**src/design/mpte_pkg.sv**
```systemverilog
// shared types, codes and constants of the meter poll transaction engine
package mpte_pkg;

	localparam int          FRAME_BYTES   = 7;
	localparam int          CFG_INDEX_W   = 1;
	localparam int          CFG_DATA_W    = 20;
	localparam logic [15:0] CRC_INIT      = 16'hFFFF;
	localparam logic [15:0] CRC_POLY      = 16'hA001;
	localparam logic [19:0] ADDR_MODULUS  = 20'd1000000;
	localparam logic [15:0] TIMEOUT_RESET = 16'd1000;

	typedef enum logic [CFG_INDEX_W-1:0] {
		REG_METER_ADDRESS,
		REG_TIMEOUT_TICKS
	} cfg_reg_t;

	typedef enum logic [1:0] {
		ACT_BEGIN,
		ACT_SEND,
		ACT_BYTE,
		ACT_TICK
	} action_t;

	typedef enum logic [1:0] {
		KIND_TX_BYTE,
		KIND_DIR,
		KIND_PAYLOAD,
		KIND_STATUS
	} kind_t;

	typedef enum logic [1:0] {
		ST_OK,
		ST_TIMEOUT,
		ST_BAD_CRC,
		ST_REFUSED
	} status_t;

	typedef enum logic [2:0] {
		SEL_DIR_TX,
		SEL_TX_BYTE,
		SEL_DIR_RX,
		SEL_PAYLOAD,
		SEL_STATUS
	} res_sel_t;

	typedef struct packed {
		logic [1:0] action;
		logic [7:0] cmd_code;
		logic [4:0] resp_data_len;
		logic [7:0] rx_byte;
	} mpte_item_t;

	typedef struct packed {
		logic [1:0] kind;
		logic [7:0] data_byte;
		logic       dir_send;
		logic [1:0] status;
		logic       last;
	} mpte_result_t;

	typedef struct packed {
		logic     capture;
		logic     tx_start;
		logic     tick;
		logic     rx_write;
		logic     pay_init;
		logic     pay_read;
		logic     emit;
		res_sel_t sel;
		status_t  status;
		logic     last;
	} mpte_cmd_t;

	typedef struct packed {
		action_t action;
		logic    out_free;
		logic    timeout_hit;
		logic    rx_done;
		logic    crc_ok;
		logic    tx_final;
		logic    pay_more;
	} mpte_stat_t;

	// one byte of crc-16, reflected polynomial, lsb first
	function automatic logic [15:0] crc_feed(input logic [15:0] crc, input logic [7:0] b);
		logic [15:0] c;
		int          k;
		c = crc ^ {8'h00, b};
		for (k = 0; k < 8; k++) begin
			c = c[0] ? ((c >> 1) ^ CRC_POLY) : (c >> 1);
		end
		return c;
	endfunction

endpackage

```
**src/design/mpte_ctrl.sv**
```systemverilog
// controller state machine of the meter poll transaction engine
module mpte_ctrl
	import mpte_pkg::*;
(
	input  logic       clk,
	input  logic       arst_n,
	input  logic       item_valid,
	output logic       item_stall,
	output mpte_cmd_t  cmd,
	input  mpte_stat_t stat
);

	typedef enum logic [3:0] {
		S_IDLE,
		S_DECODE,
		S_RX_CHK,
		S_PAY_CHK,
		S_PAY_EMIT,
		S_STATUS,
		S_DIR_TX,
		S_TX,
		S_DIR_RX
	} state_t;

	state_t  state_q;
	logic    waiting_q;
	logic    latch_q;
	status_t st_code_q;

	assign item_stall = (state_q != S_IDLE);

	always_comb begin
		cmd        = '0;
		cmd.sel    = SEL_STATUS;
		cmd.status = ST_OK;
		case (state_q)
			S_IDLE: begin
				cmd.capture = item_valid;
			end
			S_DECODE: begin
				case (stat.action)
					ACT_SEND: cmd.tx_start = !(waiting_q || latch_q);
					ACT_TICK: cmd.tick = waiting_q;
					ACT_BYTE: cmd.rx_write = waiting_q;
					default: ;
				endcase
			end
			S_RX_CHK: begin
				cmd.pay_init = stat.rx_done && stat.crc_ok;
			end
			S_PAY_CHK: begin
				cmd.pay_read = stat.pay_more;
			end
			S_PAY_EMIT: begin
				cmd.emit = stat.out_free;
				cmd.sel  = SEL_PAYLOAD;
			end
			S_STATUS: begin
				cmd.emit   = stat.out_free;
				cmd.sel    = SEL_STATUS;
				cmd.status = st_code_q;
				cmd.last   = 1'b1;
			end
			S_DIR_TX: begin
				cmd.emit = stat.out_free;
				cmd.sel  = SEL_DIR_TX;
			end
			S_TX: begin
				cmd.emit = stat.out_free;
				cmd.sel  = SEL_TX_BYTE;
			end
			S_DIR_RX: begin
				cmd.emit = stat.out_free;
				cmd.sel  = SEL_DIR_RX;
				cmd.last = 1'b1;
			end
			default: ;
		endcase
	end

	always_ff @(posedge clk or negedge arst_n) begin
		if (!arst_n) begin
			state_q   <= S_IDLE;
			waiting_q <= 1'b0;
			latch_q   <= 1'b0;
			st_code_q <= ST_OK;
		end else begin
			case (state_q)
				S_IDLE: begin
					if (item_valid) state_q <= S_DECODE;
				end
				S_DECODE: begin
					case (stat.action)
						ACT_BEGIN: begin
							if (!waiting_q) latch_q <= 1'b0;
							state_q <= S_IDLE;
						end
						ACT_SEND: begin
							if (waiting_q || latch_q) begin
								st_code_q <= ST_REFUSED;
								state_q   <= S_STATUS;
							end else begin
								state_q <= S_DIR_TX;
							end
						end
						ACT_TICK: begin
							if (waiting_q && stat.timeout_hit) begin
								waiting_q <= 1'b0;
								latch_q   <= 1'b1;
								st_code_q <= ST_TIMEOUT;
								state_q   <= S_STATUS;
							end else begin
								state_q <= S_IDLE;
							end
						end
						ACT_BYTE: begin
							state_q <= waiting_q ? S_RX_CHK : S_IDLE;
						end
						default: state_q <= S_IDLE;
					endcase
				end
				S_RX_CHK: begin
					if (stat.rx_done) begin
						waiting_q <= 1'b0;
						if (stat.crc_ok) begin
							state_q <= S_PAY_CHK;
						end else begin
							latch_q   <= 1'b1;
							st_code_q <= ST_BAD_CRC;
							state_q   <= S_STATUS;
						end
					end else begin
						state_q <= S_IDLE;
					end
				end
				S_PAY_CHK: begin
					if (stat.pay_more) begin
						state_q <= S_PAY_EMIT;
					end else begin
						st_code_q <= ST_OK;
						state_q   <= S_STATUS;
					end
				end
				S_PAY_EMIT: begin
					if (stat.out_free) state_q <= S_PAY_CHK;
				end
				S_STATUS: begin
					if (stat.out_free) state_q <= S_IDLE;
				end
				S_DIR_TX: begin
					if (stat.out_free) state_q <= S_TX;
				end
				S_TX: begin
					if (stat.out_free && stat.tx_final) state_q <= S_DIR_RX;
				end
				S_DIR_RX: begin
					if (stat.out_free) begin
						waiting_q <= 1'b1;
						state_q   <= S_IDLE;
					end
				end
				default: state_q <= S_IDLE;
			endcase
		end
	end

endmodule

```
**src/design/mpte_datapath.sv**
```systemverilog
// datapath: config registers, crc, response store, counters and result register
module mpte_datapath
	import mpte_pkg::*;
#(
	parameter int MAX_DATA = 16
) (
	input  logic                   clk,
	input  logic                   arst_n,
	input  mpte_item_t             item,
	input  logic                   cfg_valid,
	input  logic [CFG_INDEX_W-1:0] cfg_index,
	input  logic [CFG_DATA_W-1:0]  cfg_data,
	input  mpte_cmd_t              cmd,
	output mpte_stat_t             stat,
	output logic                   result_valid,
	input  logic                   result_stall,
	output mpte_result_t           result
);

	localparam int STORE_DEPTH = FRAME_BYTES + MAX_DATA;
	localparam int CNT_W       = $clog2(STORE_DEPTH + 1);
	localparam int IDX_W       = $clog2(STORE_DEPTH);

	mpte_item_t   item_q;
	logic [19:0]  meter_q;
	logic [15:0]  timeout_q;
	logic [19:0]  addr_q;
	logic [15:0]  crc_q;
	logic [2:0]   tx_idx_q;
	logic [CNT_W-1:0] needed_q;
	logic [CNT_W-1:0] rx_count_q;
	logic [IDX_W-1:0] pay_idx_q;
	logic [15:0]  elapsed_q;
	logic [7:0]   got_lo_q;
	logic [7:0]   got_hi_q;
	logic [7:0]   rd_q;
	logic [7:0]   mem_q [STORE_DEPTH];
	logic         result_valid_q;
	mpte_result_t result_q;

	logic [19:0]      addr_red;
	logic [15:0]      elapsed_inc;
	logic [CNT_W-1:0] dlen_sat;
	logic [CNT_W-1:0] needed_m2;
	logic [7:0]       tx_byte;
	mpte_result_t     res_next;

	// address is below twice the modulus, so one subtract reduces it
	assign addr_red    = (meter_q >= ADDR_MODULUS) ? meter_q - ADDR_MODULUS : meter_q;
	assign elapsed_inc = (elapsed_q == 16'hFFFF) ? elapsed_q : elapsed_q + 16'd1;
	assign needed_m2   = needed_q - CNT_W'(2);

	always_comb begin
		if (int'(item_q.resp_data_len) > MAX_DATA) begin
			dlen_sat = CNT_W'(MAX_DATA);
		end else begin
			dlen_sat = CNT_W'(item_q.resp_data_len);
		end
	end

	always_comb begin
		case (tx_idx_q)
			3'd0:    tx_byte = 8'h00;
			3'd1:    tx_byte = {4'h0, addr_q[19:16]};
			3'd2:    tx_byte = addr_q[15:8];
			3'd3:    tx_byte = addr_q[7:0];
			3'd4:    tx_byte = item_q.cmd_code;
			3'd5:    tx_byte = crc_q[7:0];
			3'd6:    tx_byte = crc_q[15:8];
			default: tx_byte = 8'h00;
		endcase
	end

	always_comb begin
		stat.action      = action_t'(item_q.action);
		stat.out_free    = !result_valid_q || !result_stall;
		stat.timeout_hit = (elapsed_inc > timeout_q);
		stat.rx_done     = (rx_count_q >= needed_q);
		stat.crc_ok      = (crc_q == {got_hi_q, got_lo_q});
		stat.tx_final    = (tx_idx_q == 3'd6);
		stat.pay_more    = (CNT_W'(pay_idx_q) < needed_m2);
	end

	always_comb begin
		res_next      = '0;
		res_next.last = cmd.last;
		case (cmd.sel)
			SEL_DIR_TX: begin
				res_next.kind     = KIND_DIR;
				res_next.dir_send = 1'b1;
			end
			SEL_TX_BYTE: begin
				res_next.kind      = KIND_TX_BYTE;
				res_next.data_byte = tx_byte;
				res_next.dir_send  = 1'b1;
			end
			SEL_DIR_RX: begin
				res_next.kind = KIND_DIR;
			end
			SEL_PAYLOAD: begin
				res_next.kind      = KIND_PAYLOAD;
				res_next.data_byte = rd_q;
			end
			SEL_STATUS: begin
				res_next.kind   = KIND_STATUS;
				res_next.status = cmd.status;
			end
			default: ;
		endcase
	end

	always_ff @(posedge clk or negedge arst_n) begin
		if (!arst_n) begin
			meter_q        <= '0;
			timeout_q      <= TIMEOUT_RESET;
			tx_idx_q       <= '0;
			needed_q       <= '0;
			rx_count_q     <= '0;
			pay_idx_q      <= '0;
			elapsed_q      <= '0;
			crc_q          <= CRC_INIT;
			result_valid_q <= 1'b0;
		end else begin
			if (cfg_valid) begin
				case (cfg_reg_t'(cfg_index))
					REG_METER_ADDRESS: meter_q <= cfg_data;
					REG_TIMEOUT_TICKS: timeout_q <= cfg_data[15:0];
					default: ;
				endcase
			end
			if (cmd.tx_start) begin
				crc_q      <= CRC_INIT;
				tx_idx_q   <= '0;
				needed_q   <= dlen_sat + CNT_W'(FRAME_BYTES);
				rx_count_q <= '0;
				elapsed_q  <= '0;
			end
			if (cmd.tick) elapsed_q <= elapsed_inc;
			if (cmd.rx_write) begin
				// the two trailing bytes are the received crc
				if (rx_count_q < needed_m2) crc_q <= crc_feed(crc_q, item_q.rx_byte);
				rx_count_q <= rx_count_q + CNT_W'(1);
			end
			if (cmd.pay_init) pay_idx_q <= IDX_W'(5);
			if (cmd.emit) begin
				case (cmd.sel)
					SEL_TX_BYTE: begin
						if (tx_idx_q < 3'd5) crc_q <= crc_feed(crc_q, tx_byte);
						tx_idx_q <= tx_idx_q + 3'd1;
					end
					SEL_DIR_RX: crc_q <= CRC_INIT;
					SEL_PAYLOAD: pay_idx_q <= pay_idx_q + IDX_W'(1);
					default: ;
				endcase
				result_valid_q <= 1'b1;
			end else if (!result_stall) begin
				result_valid_q <= 1'b0;
			end
		end
	end

	always_ff @(posedge clk) begin
		if (cmd.capture) item_q <= item;
		if (cmd.tx_start) addr_q <= addr_red;
		if (cmd.rx_write) begin
			if (rx_count_q == needed_m2) got_lo_q <= item_q.rx_byte;
			if (rx_count_q == needed_q - CNT_W'(1)) got_hi_q <= item_q.rx_byte;
		end
		if (cmd.emit) result_q <= res_next;
	end

	// response store
	always_ff @(posedge clk) begin
		if (cmd.rx_write) mem_q[rx_count_q[IDX_W-1:0]] <= item_q.rx_byte;
		if (cmd.pay_read) rd_q <= mem_q[pay_idx_q];
	end

	assign result_valid = result_valid_q;
	assign result       = result_q;

endmodule

```
**src/design/meter_poll_transaction_engine.sv**
```systemverilog
// one item at a time, accepted only while idle; begin, tick and ignored items pass through decode
// and return to idle, a refused send or a timeout tick through decode and a status result
// send: the first result follows decode, the other eight follow one per free output cycle
// received byte: decode then a completion check; a bad final byte adds the status, a good one adds
// a store read and a result register load per payload byte, then the status
// arst_n clears control state, meter_address to 0 and timeout_ticks to 1000; no clearing pass
module meter_poll_transaction_engine
	import mpte_pkg::*;
#(
	parameter int MAX_DATA = 16
) (
	input  logic                   clk,
	input  logic                   arst_n,
	input  logic                   item_valid,
	output logic                   item_stall,
	input  mpte_item_t             item,
	output logic                   result_valid,
	input  logic                   result_stall,
	output mpte_result_t           result,
	input  logic                   cfg_valid,
	output logic                   cfg_ready,
	input  logic [CFG_INDEX_W-1:0] cfg_index,
	input  logic [CFG_DATA_W-1:0]  cfg_data
);

	mpte_cmd_t  cmd;
	mpte_stat_t stat;

	assign cfg_ready = 1'b1;

	mpte_ctrl u_ctrl (
		.clk        (clk),
		.arst_n     (arst_n),
		.item_valid (item_valid),
		.item_stall (item_stall),
		.cmd        (cmd),
		.stat       (stat)
	);

	mpte_datapath #(
		.MAX_DATA (MAX_DATA)
	) u_datapath (
		.clk          (clk),
		.arst_n       (arst_n),
		.item         (item),
		.cfg_valid    (cfg_valid),
		.cfg_index    (cfg_index),
		.cfg_data     (cfg_data),
		.cmd          (cmd),
		.stat         (stat),
		.result_valid (result_valid),
		.result_stall (result_stall),
		.result       (result)
	);

endmodule

```
**config.mk**
```make
export PLATFORM = sky130hd
export DESIGN_NAME = meter_poll_transaction_engine
export DESIGN_NICKNAME = d
export VERILOG_FILES = /design/src/design/mpte_pkg.sv /design/src/design/mpte_ctrl.sv /design/src/design/mpte_datapath.sv /design/src/design/meter_poll_transaction_engine.sv
export SDC_FILE = /design/constraint.sdc
export NUM_CORES = 1
export LEC_CHECK = 0
export ABC_AREA = 1
export BUFFER_PORTS_ARGS = -buffer_cell sky130_fd_sc_hd__buf_2
export CORE_MARGIN = 2
export CORE_UTILIZATION = 55
export CTS_CLUSTER_DIAMETER = 200
export DETAILED_ROUTE_END_ITERATION = 8
export PLACE_DENSITY = 0.75
export SLEW_MARGIN = 40
export SYNTH_ARGS = -nofsm -noshare
export SYNTH_HDL_FRONTEND = slang
export SYNTH_SLANG_ARGS = --single-unit
```
**constraint.sdc**
```tcl
create_clock -name clk -period 3.6 [get_ports clk]
set_input_delay 0.18 -clock clk [delete_from_list [all_inputs] [get_ports clk]]
set_output_delay 0.18 -clock clk [all_outputs]
set_load 0.1 [all_outputs]
```
==> metrics.md <==
| Metric | Value |
|---|---|
| Status | `completed` |
| Worst path arrival time | `3570 ps` |
| Fmax | `316 MHz` |
| Worst Path Required | `approximately 4000 ps` |
| # rows | `64` |
| Reg2Reg Depth | `20` |
| Clk_lat worst skew | `~520 ps` |
| Global-route met1 utilization | `37.8%` |
| Reg-to-Reg Start | `u_datapath.elapsed_q[0]$_DFFE_PN0P_` |
| Most frequent cells in the layout | `nand2_1, edfxtp_1, o21ai_0, nor2_1, inv_1` |
| Clk root buf | `clkbuf_16` |
| # setup viols final | `0` |
| Top post-synthesis cells by area | `edfxtp_1, dfrtp_1, nand2_1` |
| DR WL/cell | `19.1 um` |
| Syn Nets | `1761` |
| Hold WC Path Type | `input pin to flip-flop` |
| IO Port Bufs | `64` |
| Syn Area/Cell | `10.2 um2` |
| TritonCTS clock tree | `done` |
| Antenna cells | `0` |
| Clk buf depth | `3` |
| Global-route wire length before repair | `between 60 and 70 mm` |
| Hold path start | `cfg_data[0]` |
| Global-route usage over all layers | `26.0%` |
| Distinct cells, synth | `58` |
| RSZ-0062 raised after global routing | `no` |
| Leakage | `between 7 and 8 nW` |
| Pre-CTS WS | `244 ps` |
| TritonCTS Buffers | `37` |
| # clock sinks | `360` |
| Vias | `around 13k` |
| Gr busiest metal | `met2` |
| Rel. slew slack | `between 40% and 50%` |
| Slew @ Worst Pin | `about 850 ps` |
| Synth Flop Type | `edfxtp_1` |
| Die Ht | `180 um` |
| Core area | `roughly 30000 um2` |
| Worst setup EP type | `flip-flop` |
| Die span in x | `approximately 180 um` |
| Die ar. | `roughly 32000 um2` |
| Ratio of cells with drive above 1 in the final layout | `12.5%` |
| Critical Path Start | `u_datapath.elapsed_q[0]$_DFFE_PN0P_` |
| R2R Path End | `u_ctrl.st_code_q[1]$_DFFE_PN0P_` |
| Worst reg2reg setup slack | `between 400 and 500 ps` |
| Largest area contributor in the synthesized netlist | `edfxtp_1` |
| Initial Utilization | `55.8%` |
| Slew Limit Fails | `0` |
| Final Cycle Share | `around nine tenths` |
| Commonest non-fill, non-tap cell in the layout | `nand2_1` |
| Nets | `approximately 1.9k` |
| Area grow syn2layout | `14.8%` |
| Setup_tns | `0 ps` |
| Final Hold Fails | `0` |
| EDFF count, synth | `265` |
| Crit path max fanout | `6` |
| Met3 Use GR | `between 4 and 5%` |
| Filler cell count | `between 2k and 2.5k` |
| ANT nets after route | `0` |
| TritonRoute pass-1 iters | `6` |
| Kind of critical path | `flip-flop to flip-flop` |
| Setup ws final | `between 400 and 500 ps` |
| Crit path to | `u_ctrl.st_code_q[1]$_DFFE_PN0P_` |
| Post-Route Skew | `between 10 and 15 ps` |
| PD cells | `698 nW/um2` |
| Post-synth ARST share | `a little over a quarter` |
| Largest net degree at the start of global routing | `52` |
| Vias in the first global route | `roughly 12k` |
| Register area share after synthesis | `60.8%` |
| Top-area cell type share of the netlist area | `between 40% and 50%` |
| Register bit total from synthesis | `360` |
| Via density | `approximately 5.8` |
| DRT iter0 DRCs | `about 1.3k` |
| Ys Warns | `0` |
| DP HPWL | `28.1 mm` |
| Global placement routability congestion | `0.949` |
| Post-route minimum period | `approximately 3200 ps` |
| Worst vdd ir | `0.000499 V` |
| Cell count after synthesis | `~1.7k` |
| # DRC | `0` |
| Synth Cell Area | `~17000 um2` |
| Overflow after GRT | `0` |
| Max-cap viol count | `0` |
| I/O Pins | `66` |
| Setup crit start kind | `flip-flop` |
| H-tree depth | `2` |
| Met2 usage | `39.7%` |
| Drt total wl | `approximately 42 mm` |
| Initial antenna violation count | `0` |
| Worst-path clk slew | `60 ps` |
[layout make-up]
| type | count | area, um2 | area share (%) |
|---|---|---|---|
| clock buffer | 52 | 1070 | 5.45 |
| clock inverter | 15 | 101 | 0.518 |
| inverter | 154 | 578 | 2.96 |
| multi-input combinational | 1094 | 5890 | 30.1 |
| sequential | 360 | 10400 | 53.0 |
| tap | 396 | 495 | 2.53 |
| timing repair buffer | 141 | 1050 | 5.39 |
[flip-flops by register name, summed over array words and instances, names as in the netlist, 8 cells and up]
name / cells
u_datapath.mem_q: 184
u_datapath.item_q: 21
u_datapath.addr_q: 20
u_datapath.meter_q: 20
u_datapath.crc_q: 16
u_datapath.elapsed_q: 16
u_datapath.timeout_q: 16
u_datapath.result: 14
u_datapath.got_hi_q: 8
u_datapath.got_lo_q: 8
u_datapath.rd_q: 8
[how the worst min path moves through the flow]
| stage | end | slack (ps) | depth (start not counted) |
|---|---|---|---|
| after global routing | u_datapath.timeout_q[0]$_DFFE_PN0P_ | 1 | 3 |
| after detailed placement | u_datapath.result_valid$_DFFE_PN0P_ | 140 | 1 |
| after global placement | u_datapath.result_valid$_DFFE_PN0P_ | 330 | 1 |
| final | u_datapath.timeout_q[0]$_DFFE_PN0P_ | 20 | 3 |
| after floorplan | u_ctrl.latch_q$_DFFE_PN0P_ | -120 | 0 |
| after CTS | u_datapath.timeout_q[0]$_DFFE_PN0P_ | 2 | 3 |
[Yosys cell counts (11+ instances only)]
cell and count:
dfrtp_1 73, ha_1 46, nor2_1 186, nor3_1 12
a21oi_1 65, o21ai_0 190, o22ai_1 29, xor2_1 37
inv_1 144, nand3_1 80, xnor2_1 29, clkbuf_1 43
edfxtp_1 265, nand4_1 11, o221ai_1 16, dfstp_2 22
nand2_1 308
[critical path, stage by stage, from the launching register on]
cell      delay [ps]
dfrtp_1          400
ha_2             210
nand2_2           90
nor2_4           120
nand3_1           90
inv_1            100
nand3_2          100
nor4_4           180
inv_2            110
nand3_1          100
nor2_1            50
xor2_1           160
ha_1             310
a21oi_1           70
o21a_1           170
o211ai_1         270
nand3_1          150
nand3_1          110
nand3_1          110
nand2_1           80
o21ai_0           70
[kinds of logic (layout without fill, tap and decap cells)]
family,after synthesis,count (layout),share of synthesized area (%)
AOI/OAI and AO/OA,344,344,11.4
muxes,2,2,0.132
DFF,360,360,60.8
and+or+nand+nor,633,633,15.7
buffers and inverters,212,362,4.93
xor gates and xnor gates,68,68,3.58
adders and majority gates,46,46,3.38
other,1,1,0.0220
[where the power goes]
part           switching (mW)  total [mW]  internal [mW]  leakage (nW)
Sequential              0.399        5.47           5.08          3.57
Clock                    1.55        3.70           2.14         0.575
Combinational            3.06        4.47           1.41          3.64
[what timing repair did]
action,in CTS,in global routing
gates resized for setup,0,9
setup buffers,0,1
endpoints found under the hold margin,108,0
hold buffers,43,0
endpoints found under the setup margin,0,6
[through the flow]
stage / cell area (um2) / total power, mW / hold WS, ps / instances / utilization (%)
floorplan: 17000 / 8.55 / -116 / 1666 / -
global placement: 17800 / 9.73 / 331 / 2098 / 58.4
detailed placement: 17900 / 9.90 / 138 / 2101 / 58.7
CTS: 19500 / 13.6 / 2.43 / 2211 / 63.9
global route: 19600 / 14.3 / 0.966 / 2212 / 64.1
finish: 19600 / 13.6 / 17.5 / 2212 / 64.1
[metal layers]
metal	part of all wire, %	vias up	wire length [um]
met1	42	6078	17600
met2	45	655	19000
met3	9.6	106	4030
met4	3.5	0	1460
li1	-	6002	-
met5	0	-	0
(Power assumes the default switching activity.)
